**src/rtl/core/bfi_pkg.sv**
```systemverilog
`timescale 1ns / 1ps
// Shared widths and types for the Bresenham frame interpolator.
package bfi_pkg;

	localparam int VAL_W   = 8;
	localparam int SPAN_W  = 7;
	localparam int FRAME_W = 16;
	localparam int TAG_W   = 3;
	localparam int CNT_W   = $clog2(VAL_W);

	typedef logic [VAL_W-1:0]   val_t;
	typedef logic [SPAN_W-1:0]  span_t;
	typedef logic [FRAME_W-1:0] frame_t;
	typedef logic [TAG_W-1:0]   tag_t;

	typedef struct packed {
		logic  done;
		val_t  quot;
		span_t rem;
	} div_res_t;

endpackage

```
**src/rtl/core/bfi_div.sv**
```systemverilog
`timescale 1ns / 1ps
// Bit-serial restoring divider: one quotient bit per cycle.
module bfi_div (
	input  logic             clk,
	input  logic             arst_n,
	input  logic             start,
	input  bfi_pkg::val_t    dividend,
	input  bfi_pkg::span_t   divisor,
	output bfi_pkg::div_res_t res
);
	import bfi_pkg::*;

	logic              busy_q;
	logic              done_q;
	logic [CNT_W-1:0]  cnt_q;
	val_t              quo_q;
	span_t             rem_q;
	span_t             dvs_q;

	logic [VAL_W-1:0]  trial;
	logic [VAL_W:0]    diff;
	logic              ge;

	assign trial = {rem_q, quo_q[VAL_W-1]};
	assign diff  = {1'b0, trial} - {2'b00, dvs_q};
	assign ge    = ~diff[VAL_W];

	always_ff @(posedge clk or negedge arst_n) begin
		if (!arst_n) begin
			busy_q <= 1'b0;
			done_q <= 1'b0;
			cnt_q  <= '0;
		end else begin
			done_q <= 1'b0;
			if (start) begin
				busy_q <= 1'b1;
				cnt_q  <= '0;
			end else if (busy_q) begin
				cnt_q <= cnt_q + 1'b1;
				if (cnt_q == CNT_W'(VAL_W - 1)) begin
					busy_q <= 1'b0;
					done_q <= 1'b1;
				end
			end
		end
	end

	always_ff @(posedge clk) begin
		if (start) begin
			quo_q <= dividend;
			rem_q <= '0;
			dvs_q <= divisor;
		end else if (busy_q) begin
			quo_q <= {quo_q[VAL_W-2:0], ge};
			rem_q <= ge ? diff[SPAN_W-1:0] : trial[SPAN_W-1:0];
		end
	end

	assign res.done = done_q;
	assign res.quot = quo_q;
	assign res.rem  = rem_q;

endmodule

```
**src/rtl/core/bresenham_frame_interpolator.sv**
```systemverilog
`timescale 1ns / 1ps
// Bresenham frame interpolator: serial divide, then one result beat per frame.
// An accepted span runs through the serial divider (S_DIV), then S_EMIT registers its beats.
// Throughput: one result per cycle while out_stall lets beats through; in_stall holds the
// input from acceptance until the last beat is sent, so a new span waits for the last one.
// Spans below 2 or above MAX_SPAN are accepted and give no result.
// Reset: arst_n clears the sequencer and output valid; payload is not reset.
module bresenham_frame_interpolator #(
	parameter int MAX_SPAN = 64
) (
	input  logic            clk,
	input  logic            arst_n,
	input  logic            in_valid,
	output logic            in_stall,
	input  bfi_pkg::val_t   start_value,
	input  logic signed [7:0] delta,
	input  bfi_pkg::span_t  span_width,
	input  bfi_pkg::frame_t base_frame,
	input  bfi_pkg::tag_t   table_tag,
	output logic            out_valid,
	input  logic            out_stall,
	output bfi_pkg::tag_t   out_tag,
	output bfi_pkg::frame_t out_frame,
	output bfi_pkg::val_t   out_value,
	output logic            last
);
	import bfi_pkg::*;

	localparam logic [1:0] S_IDLE = 2'd0;
	localparam logic [1:0] S_DIV  = 2'd1;
	localparam logic [1:0] S_EMIT = 2'd2;
	localparam logic [VAL_W-1:0] MAX_W = VAL_W'(MAX_SPAN);

	logic [1:0] state_q;
	logic       neg_q;
	val_t       start_q;
	span_t      width_q;
	frame_t     frame_q;
	tag_t       tag_q;
	val_t       quot_q;
	span_t      rem_q;
	val_t       val_q;
	val_t       err_q;
	span_t      left_q;

	logic       out_valid_q;
	tag_t       out_tag_q;
	frame_t     out_frame_q;
	val_t       out_value_q;
	logic       last_q;

	logic       accept;
	logic       span_ok;
	val_t       mag;
	val_t       quot_s;
	div_res_t   div_res;
	val_t       err_sum;
	logic       corr;
	val_t       err_nx;
	val_t       val_adj;
	logic       fire;

	assign in_stall = (state_q != S_IDLE);
	assign accept   = in_valid && !in_stall;
	assign span_ok  = (span_width >= SPAN_W'(2)) && ({1'b0, span_width} <= MAX_W);
	assign mag      = delta[VAL_W-1] ? VAL_W'(-delta) : VAL_W'(delta);

	bfi_div u_div (
		.clk      (clk),
		.arst_n   (arst_n),
		.start    (accept && span_ok),
		.dividend (mag),
		.divisor  (span_width),
		.res      (div_res)
	);

	assign quot_s  = neg_q ? VAL_W'(-div_res.quot) : div_res.quot;
	assign err_sum = err_q + {1'b0, rem_q};
	assign corr    = err_sum >= {1'b0, width_q};
	assign err_nx  = corr ? err_sum - {1'b0, width_q} : err_sum;

	always_comb begin
		val_adj = val_q;
		if (corr) begin
			if (neg_q)
				val_adj = val_q - 1'b1;
			else if (val_q != '0)
				val_adj = val_q + 1'b1;
		end
	end

	assign fire = (state_q == S_EMIT) && (!out_valid_q || !out_stall);

	always_ff @(posedge clk or negedge arst_n) begin
		if (!arst_n) begin
			state_q     <= S_IDLE;
			out_valid_q <= 1'b0;
		end else begin
			if (fire)
				out_valid_q <= 1'b1;
			else if (!out_stall)
				out_valid_q <= 1'b0;
			unique case (state_q)
				S_IDLE: begin
					if (accept && span_ok)
						state_q <= S_DIV;
				end
				S_DIV: begin
					if (div_res.done)
						state_q <= S_EMIT;
				end
				S_EMIT: begin
					if (fire && left_q == SPAN_W'(1))
						state_q <= S_IDLE;
				end
				default: state_q <= S_IDLE;
			endcase
		end
	end

	always_ff @(posedge clk) begin
		if (accept) begin
			neg_q   <= delta[VAL_W-1];
			start_q <= start_value;
			width_q <= span_width;
			frame_q <= base_frame;
			tag_q   <= table_tag;
			left_q  <= span_width - 1'b1;
		end
		if (state_q == S_DIV && div_res.done) begin
			quot_q <= quot_s;
			rem_q  <= div_res.rem;
			val_q  <= start_q + quot_s;
			err_q  <= '0;
		end
		if (fire) begin
			out_tag_q   <= tag_q;
			out_frame_q <= frame_q + 1'b1;
			out_value_q <= val_adj;
			last_q      <= (left_q == SPAN_W'(1));
			frame_q     <= frame_q + 1'b1;
			val_q       <= val_adj + quot_q;
			err_q       <= err_nx;
			left_q      <= left_q - 1'b1;
		end
	end

	assign out_valid = out_valid_q;
	assign out_tag   = out_tag_q;
	assign out_frame = out_frame_q;
	assign out_value = out_value_q;
	assign last      = last_q;

endmodule

```
**config.mk**
```make
export PLATFORM = sky130hd
export DESIGN_NAME = bresenham_frame_interpolator
export DESIGN_NICKNAME = d
export VERILOG_FILES = /design/src/rtl/core/bfi_pkg.sv /design/src/rtl/core/bfi_div.sv /design/src/rtl/core/bresenham_frame_interpolator.sv
export SDC_FILE = /design/constraint.sdc
export NUM_CORES = 1
export LEC_CHECK = 0
export ABC_AREA = 1
export BUFFER_PORTS_ARGS = -buffer_cell sky130_fd_sc_hd__buf_4
export CAP_MARGIN = 40
export CORE_MARGIN = 3
export CORE_UTILIZATION = 56
export DETAILED_ROUTE_END_ITERATION = 10
export HOLD_SLACK_MARGIN = 0.1
export PLACE_DENSITY = 0.86
export SETUP_SLACK_MARGIN = 0.05
export SLEW_MARGIN = 10
export SYNTH_ARGS = -nofsm -noshare
export SYNTH_HDL_FRONTEND = slang
export SYNTH_HIERARCHICAL = 1
export SYNTH_SLANG_ARGS = --single-unit
```
**constraint.sdc**
```tcl
create_clock -name clk -period 4.7 [get_ports clk]
set_input_delay 0.235 -clock clk [delete_from_list [all_inputs] [get_ports clk]]
set_output_delay 0.235 -clock clk [all_outputs]
set_load 0.005 [all_outputs]
```
==> flow_summary_export.csv, run 1 <==
group,metric,value,unit
global_route,grt_max_degree,39,
pwr,p_sw,2.097,mW
hold_path,hold_class,"input port to flip-flop",
pwr,sw_frac_of_total,0.3855,
detailed_routing,wl_per_cell,15.78,um
logic_synthesis,ys_ff_latch,131,
worst_setup_path,path_class,"flip-flop to flip-flop",
global_route,track_usage,0.2450,
pwr,pwr-share-comb,0.413,
flow_run,drv_cap,0,
die,initial_core_util,0.5774,
clocking,cts_buffers,17,
clocking,h-tree-depth,4,
timing,relSlewSlack,0.4317,
logic_synthesis,ys_top_cells_by_area,"edfxtp_1 (45%), nand2_1 (11%), ha_1 (7.8%)",
clocking,clk_pin_slew,0.06,ns
worst_setup_path,cp.required,4.88,ns
logic_synthesis,syn_area_per_cell,9.286,um^2
die,die_x,123.3,um
finish,final_area,9448,um^2
place,dp_hpwl,12.24,mm
logic_synthesis,synth-edff-count,116,
die,die_area,15210,um^2
worst_setup_path,critPathLaunchType,"flip-flop",
detailed_routing,wl,17.98,mm
timing,hold_viol_final,0,
detailed_routing,drcViolationCount,0,
place,place_congestion,0.9452,
timing,worst_slew_pin_slew,0.8515,ns
detailed_routing,drt_iter0_drc,672,
timing,rsz0062_at_grt,"no",
pwr,power_density,575.6,nW/um^2
detailed_routing,vias_per_cell,5.554,
timing,tns,0,ns
timing,fin_crit,4.340,ns
logic_synthesis,yosysSeqAreaShare,0.4961,
global_route,antenna_found_initial,0,
pwr,p_leak,4.277,nW
logic_synthesis,syn_area,7707,um^2
place,placed_area,8488,um^2
timing,fin_skew,0.01392,ns
logic_synthesis,synth_cells,830,
finish,nets,1049,
die,fp.coreArea,13350,um^2
clocking,clk_path_buf_depth,2,
timing,drv_slew,0,
clocking,root_buffer,"clkbuf_16",
logic_synthesis,synthDistinctLibCells,56,
logic_synthesis,synth_top_area_frac,0.4519,
pwr,internal_power,3.342,mW
timing,timing.hold.ws,0.1269,ns
finish,diodes,0,
timing,setup_viol,0,
timing,finalCritPeriodShare,0.9234,
pwr,worst_ir_drop_vdd,0.3098,mV
worst_setup_path,path_max_fanout,24,
pwr,pwr-share-clk,0.245,
global_route,grt.overflow.total,0,
logic_synthesis,synth_nets,929,
pwr,seqPwrFrac,0.342,
finish,stdcell_count,1139,
die,fp.dieH,123.3,um
logic_synthesis,yosysTopAreaCell,"edfxtp_1",
detailed_routing,ant_nets,0,
die,ioPinCount,76,
worst_setup_path,end_kind,"flip-flop",
finish,area_delta_synth_final,22.58,%
detailed_routing,firstDrtPassIters,6,
clocking,cts_setup_buffers,0,
detailed_routing,dr_total_vias,6326,
place,placedCellCount,1073,
place,io_buffers,75,
global_route,first_global_vias,6040,
logic_synthesis,synth-main-ff-cell,"edfxtp_1",
worst_setup_path,critPathArrivalTime,4.52,ns
global_route,grt_pass1_wl,28.81,mm
timing,fmax,230.4,MHz
clocking,cts.sinks,131,
finish,drive_gt1_frac,0.1599,
clocking,cts_tree,"built",
clocking,clkLatencyLatePin,0.42,ns
logic_synthesis,ys_async_sr_fraction,0.06107,
die,fp-row-count,42,
logic_synthesis,yosys_warnings,6,
outcome,outcome,"completed",
-- cell usage after synthesis, types with 5 or more instances --
master,count
a21oi_1,28
a31oi_1,5
clkbuf_1,6
dfrtp_1,8
dfxtp_1,7
edfxtp_1,116
fa_1,5
ha_1,48
inv_1,111
nand2_1,224
nand3_1,56
nand4_1,9
nor2_1,43
nor2_2,5
nor3_1,10
o21ai_0,24
o21ai_1,14
or2_2,5
xnor2_1,12
xor2_1,31
-- critical path: stages, from the launching register on --
cell	delay, ns
edfxtp_1	0.37
ha_1	0.24
fa_2	0.38
a31o_2	0.22
xor2_1	0.16
inv_1	0.09
ha_4	0.29
nand2_1	0.06
inv_2	0.09
nand3_2	0.10
nand3_1	0.11
nand2_2	0.08
nand3_4	0.09
buf_4	0.29
nand2_1	0.12
o31ai_1	0.32
ha_1	0.34
a21oi_1	0.15
o21a_1	0.16
nand2_1	0.05
nand2_1	0.05
nand2_1	0.06
inv_1	0.05
nand3_1	0.07
nand3_1	0.08
nand2_1	0.05
-- layout by cell type, fill, tap and decap left out, types with 7 or more instances in the layout --
cell type	instances
dlygate4sd3_1	34
o21ai_0	21
nor3_1	9
clkbuf_16	17
nand4_1	9
nand3_1	56
dfxtp_1	7
edfxtp_1	116
nand2_1	224
dfrtp_1	8
buf_4	80
inv_1	110
nor2_1	43
o21ai_1	16
a21oi_1	28
xnor2_1	12
ha_1	47
xor2_1	31
-- cell families (layout without fill, tap and decap cells) --
logic type               Yosys count  after routing  synth area share
AO/OA/AOI/OAI                     94             94           0.07419
XOR/XNOR                          44             44           0.05097
adder cells (fa/ha/maj)           53             53           0.09091
buffers and inverters            131            264           0.06639
flip-flops                       131            131            0.4961
multiplexers                       1              1          0.001299
AND/OR/NAND/NOR                  376            376            0.2201
-- cell type report --
class / count / area (um^2)
Timing Repair Buffer: 115 / 968.4
Inverter: 117 / 439.2
Tap cell: 176 / 220.2
Clock buffer: 19 / 432.9
Fill cell: 907 / 3900
Multi-Input combinational cell: 568 / 3403
Clock inverter: 13 / 160.2
Sequential cell: 131 / 3824
-- metrics by stage --
stage,util,worst slack [ns],power [mW]
after global placement,0.6339,0.3882,3.845
after CTS,0.7058,0.09369,5.364
final,0.7078,0.3601,5.438
after detailed placement,0.6359,0.2262,3.974
after floorplan,-,0.5554,3.427
after global routing,0.7078,0.05521,5.803
-- registers in the layout, summed over array words and instances, names as in the netlist, 8 cells and up --
| name | cells |
|---|---|
| u_div/quo_q | 8 |
| frame_q | 16 |
| quot_q | 8 |
| out_value | 8 |
| start_q | 8 |
| val_q | 8 |
| out_frame | 16 |
| err_q | 8 |
-- power by group through the flow --
| stage | sequential, mW | combinational [mW] | clock [mW] |
|---|---|---|---|
| floorplan | 1.80 | 1.62 | 0 |
| global placement | 1.86 | 1.99 | 0 |
| detailed placement | 1.87 | 2.11 | 0 |
| CTS | 1.85 | 2.18 | 1.33 |
| global route | 1.89 | 2.53 | 1.39 |
| finish | 1.86 | 2.25 | 1.33 |
-- path summary, 6_finish.rpt --
check,startpoint,endpoint,slack [ns],cells after the start
min in group asynchronous,arst_n,u_div/done_q,0.19,2
max in group asynchronous,arst_n,out_valid,4.36,2
max,rem_q[0],val_q[7],0.36,25
min reg2reg,tag_q[0],out_tag[0],0.42,0
max reg2reg,rem_q[0],val_q[7],0.36,25
min,base_frame[5],frame_q[5],0.13,3
-- timing repair --
item	in CTS	in global routing
endpoints found under the hold margin	48	0
hold buffers	34	0
resized for setup	0	7
endpoints found under the setup margin	0	3
-- routing by layer --
metal,share of wire,global-route usage
met2,0.49,0.3925
met1,0.41,0.3263
met3,0.073,0.04483
met4,0.029,0.1114
met5,0,0
Power figures use the tool's default switching activity.
==> run 2, diff against run 1 <==
Settings changed: CORE_MARGIN 3 to 4.
==> flow_summary_export.csv, run 2 (synthesis results as in run 1) <==
group,metric,value,unit
global_route,grt_pass1_wl,29.39,mm
pwr,pwr-share-comb,0.415,
worst_setup_path,critPathArrivalTime,4.46,ns
pwr,p_leak,4.270,nW
worst_setup_path,r2r_cells,27,
outcome,outcome,"completed",
finish,area_delta_synth_final,22.29,%
detailed_routing,drt_iter0_drc,777,
place,place_congestion,0.8916,
timing,fin_crit,4.294,ns
worst_setup_path,worst_r2r_startpoint,"rem_q[2]",
pwr,p_sw,2.045,mW
pwr,seqPwrFrac,0.345,
die,fp.dieH,125.3,um
clocking,clk_path_buf_depth,2,
detailed_routing,dr_total_vias,6189,
timing,worst_slew_pin_slew,0.8561,ns
pwr,sw_frac_of_total,0.3802,
global_route,first_global_vias,6109,
die,fp-row-count,42,
pwr,internal_power,3.334,mW
timing,drv_slew,0,
timing,hold_viol_final,0,
worst_setup_path,critPathLaunchType,"flip-flop",
detailed_routing,vias_per_cell,5.434,
hold_path,holdPathStages,3,
die,fp.coreArea,13350,um^2
place,io_buffers,75,
worst_setup_path,end_kind,"flip-flop",
global_route,grt.overflow.total,0,
flow_run,drv_cap,0,
worst_setup_path,cp.required,4.87,ns
worst_setup_path,path_max_fanout,5,
die,ioPinCount,76,
finish,layout_common_cells,"nand2_1 (224), edfxtp_1 (116), inv_1 (110), buf_4 (81), nand3_1 (56)",
detailed_routing,firstDrtPassIters,5,
global_route,track_usage,0.2347,
timing,tns,0,ns
clocking,cts_buffers,17,
pwr,power_density,570.8,nW/um^2
timing,rsz0062_at_grt,"no",
hold_path,hold_class,"input port to flip-flop",
finish,final_common_cell,"nand2_1",
worst_setup_path,ff2ff_setup_slack,0.41,ns
hold_path,hold_path_end,"frame_q[0]",
clocking,clkLatencyLatePin,0.42,ns
finish,fillers,917,
worst_setup_path,path_class,"flip-flop to flip-flop",
detailed_routing,ant_nets,0,
place,placedCellCount,1073,
die,die_area,15700,um^2
place,dp_hpwl,12.38,mm
clocking,cts.sinks,131,
pwr,pwr-share-clk,0.240,
finish,drive_gt1_frac,0.1610,
die,die_x,125.3,um
timing,finalCritPeriodShare,0.9137,
finish,diodes,0,
finish,stdcell_count,1139,
hold_path,hp-start,"base_frame[0]",
finish,multi_input_area,3406,um^2
global_route,grt_max_degree,44,
die,initial_core_util,0.5774,
clocking,clk_pin_slew,0.06,ns
clocking,cts_tree,"built",
pwr,worst_ir_drop_vdd,0.3572,mV
clocking,h-tree-depth,4,
worst_setup_path,worstReg2RegEnd,"val_q[6]",
timing,fin_skew,0.007492,ns
finish,nets,1049,
finish,regArea,3824,um^2
global_route,antenna_found_initial,0,
timing,relSlewSlack,0.4287,
detailed_routing,drcViolationCount,0,
timing,setup_viol,0,
timing,fmax,232.9,MHz
detailed_routing,wl,18.02,mm
detailed_routing,wl_per_cell,15.82,um
clocking,root_buffer,"clkbuf_16",
## run 2: cell count changes in the layout (fill, tap and decap cells not counted), sizes merged
| cell | change |
|---|---|
| bufinv | -1 |
| buf | +2 |
| clkinv | -4 |
| inv | -1 |
| clkbuf | +7 |
| clkinvlp | -1 |
| dlygate4sd3 | -2 |
## run 2: what timing repair did
| action | in CTS | in global routing |
|---|---|---|
| setup endpoints to repair | 0 | 4 |
| hold endpoints to repair | 46 | 0 |
| resized for setup | 0 | 9 |
| setup buffers | 0 | 2 |
| hold buffers | 32 | 0 |
## run 2: critical path: stages (launching register included)
cell and delay [ns]:
edfxtp_1 0.37, ha_1 0.38, nand3_1 0.12, nand3_2 0.11
a31oi_1 0.19, xnor2_1 0.19, ha_1 0.32, nand2_1 0.10
inv_2 0.05, a21oi_2 0.16, nand3_1 0.12, nand2_2 0.13
nand3_4 0.09, o21ai_2 0.07, xor2_1 0.16, inv_1 0.09
ha_1 0.22, fa_1 0.38, nand2_1 0.08, inv_1 0.05
o21ai_1 0.12, nand2_1 0.08, nand2_1 0.08, nand2_1 0.05
nand2_1 0.05, nand2_1 0.06, o21ai_1 0.11, o21ai_0 0.08
## run 2: how the worst max path moves through the flow
| stage | startpoint | endpoint | slack, ns | cells past startpoint |
|---|---|---|---|---|
| after detailed placement | rem_q[0] | val_q[6] | 0.22 | 27 |
| after global routing | rem_q[2] | val_q[6] | 0.01 | 27 |
| final | rem_q[2] | val_q[6] | 0.41 | 27 |
| after global placement | rem_q[0] | val_q[6] | 0.37 | 27 |
| after floorplan | rem_q[0] | val_q[6] | 0.56 | 27 |
| after CTS | rem_q[0] | val_q[6] | 0.14 | 27 |
## run 2: metal layers
metal / routed length, um / track usage / share of wire
met5: 0 / 0 / 0
met4: 377 / 0.08992 / 0.021
met3: 1041 / 0.04989 / 0.058
met2: 8840 / 0.3875 / 0.49
met1: 7761 / 0.3056 / 0.43
## run 2: power by group through the flow
| stage | combinational [mW] | sequential (mW) | clock (mW) |
|---|---|---|---|
| after detailed placement | 2.11 | 1.87 | 0 |
| after global placement | 1.98 | 1.86 | 0 |
| after global routing | 2.51 | 1.88 | 1.35 |
| after CTS | 2.17 | 1.85 | 1.29 |
| after floorplan | 1.62 | 1.80 | 0 |
| final | 2.23 | 1.86 | 1.29 |
## run 2: metrics by stage
stage / area, um^2 / hold slack (ns) / util / power (mW) / setup WS (ns)
floorplan: 7707 / -0.06059 / - / 3.427 / 0.5554
global placement: 8461 / 0.06836 / 0.6339 / 3.841 / 0.3748
detailed placement: 8488 / 0.07047 / 0.6359 / 3.975 / 0.2226
CTS: 9378 / 0.1011 / 0.7026 / 5.310 / 0.1357
global route: 9425 / 0.1052 / 0.7061 / 5.753 / 0.01439
finish: 9425 / 0.1059 / 0.7061 / 5.380 / 0.4057
## run 2: cell type report
class | count | share of cell area
inverter | 117 | 0.04659
clock inverter | 6 | 0.008496
sequential | 131 | 0.4057
timing repair buffer | 115 | 0.1026
multi-input combinational | 568 | 0.3613
tap | 176 | 0.02336
clock buffer | 26 | 0.05190
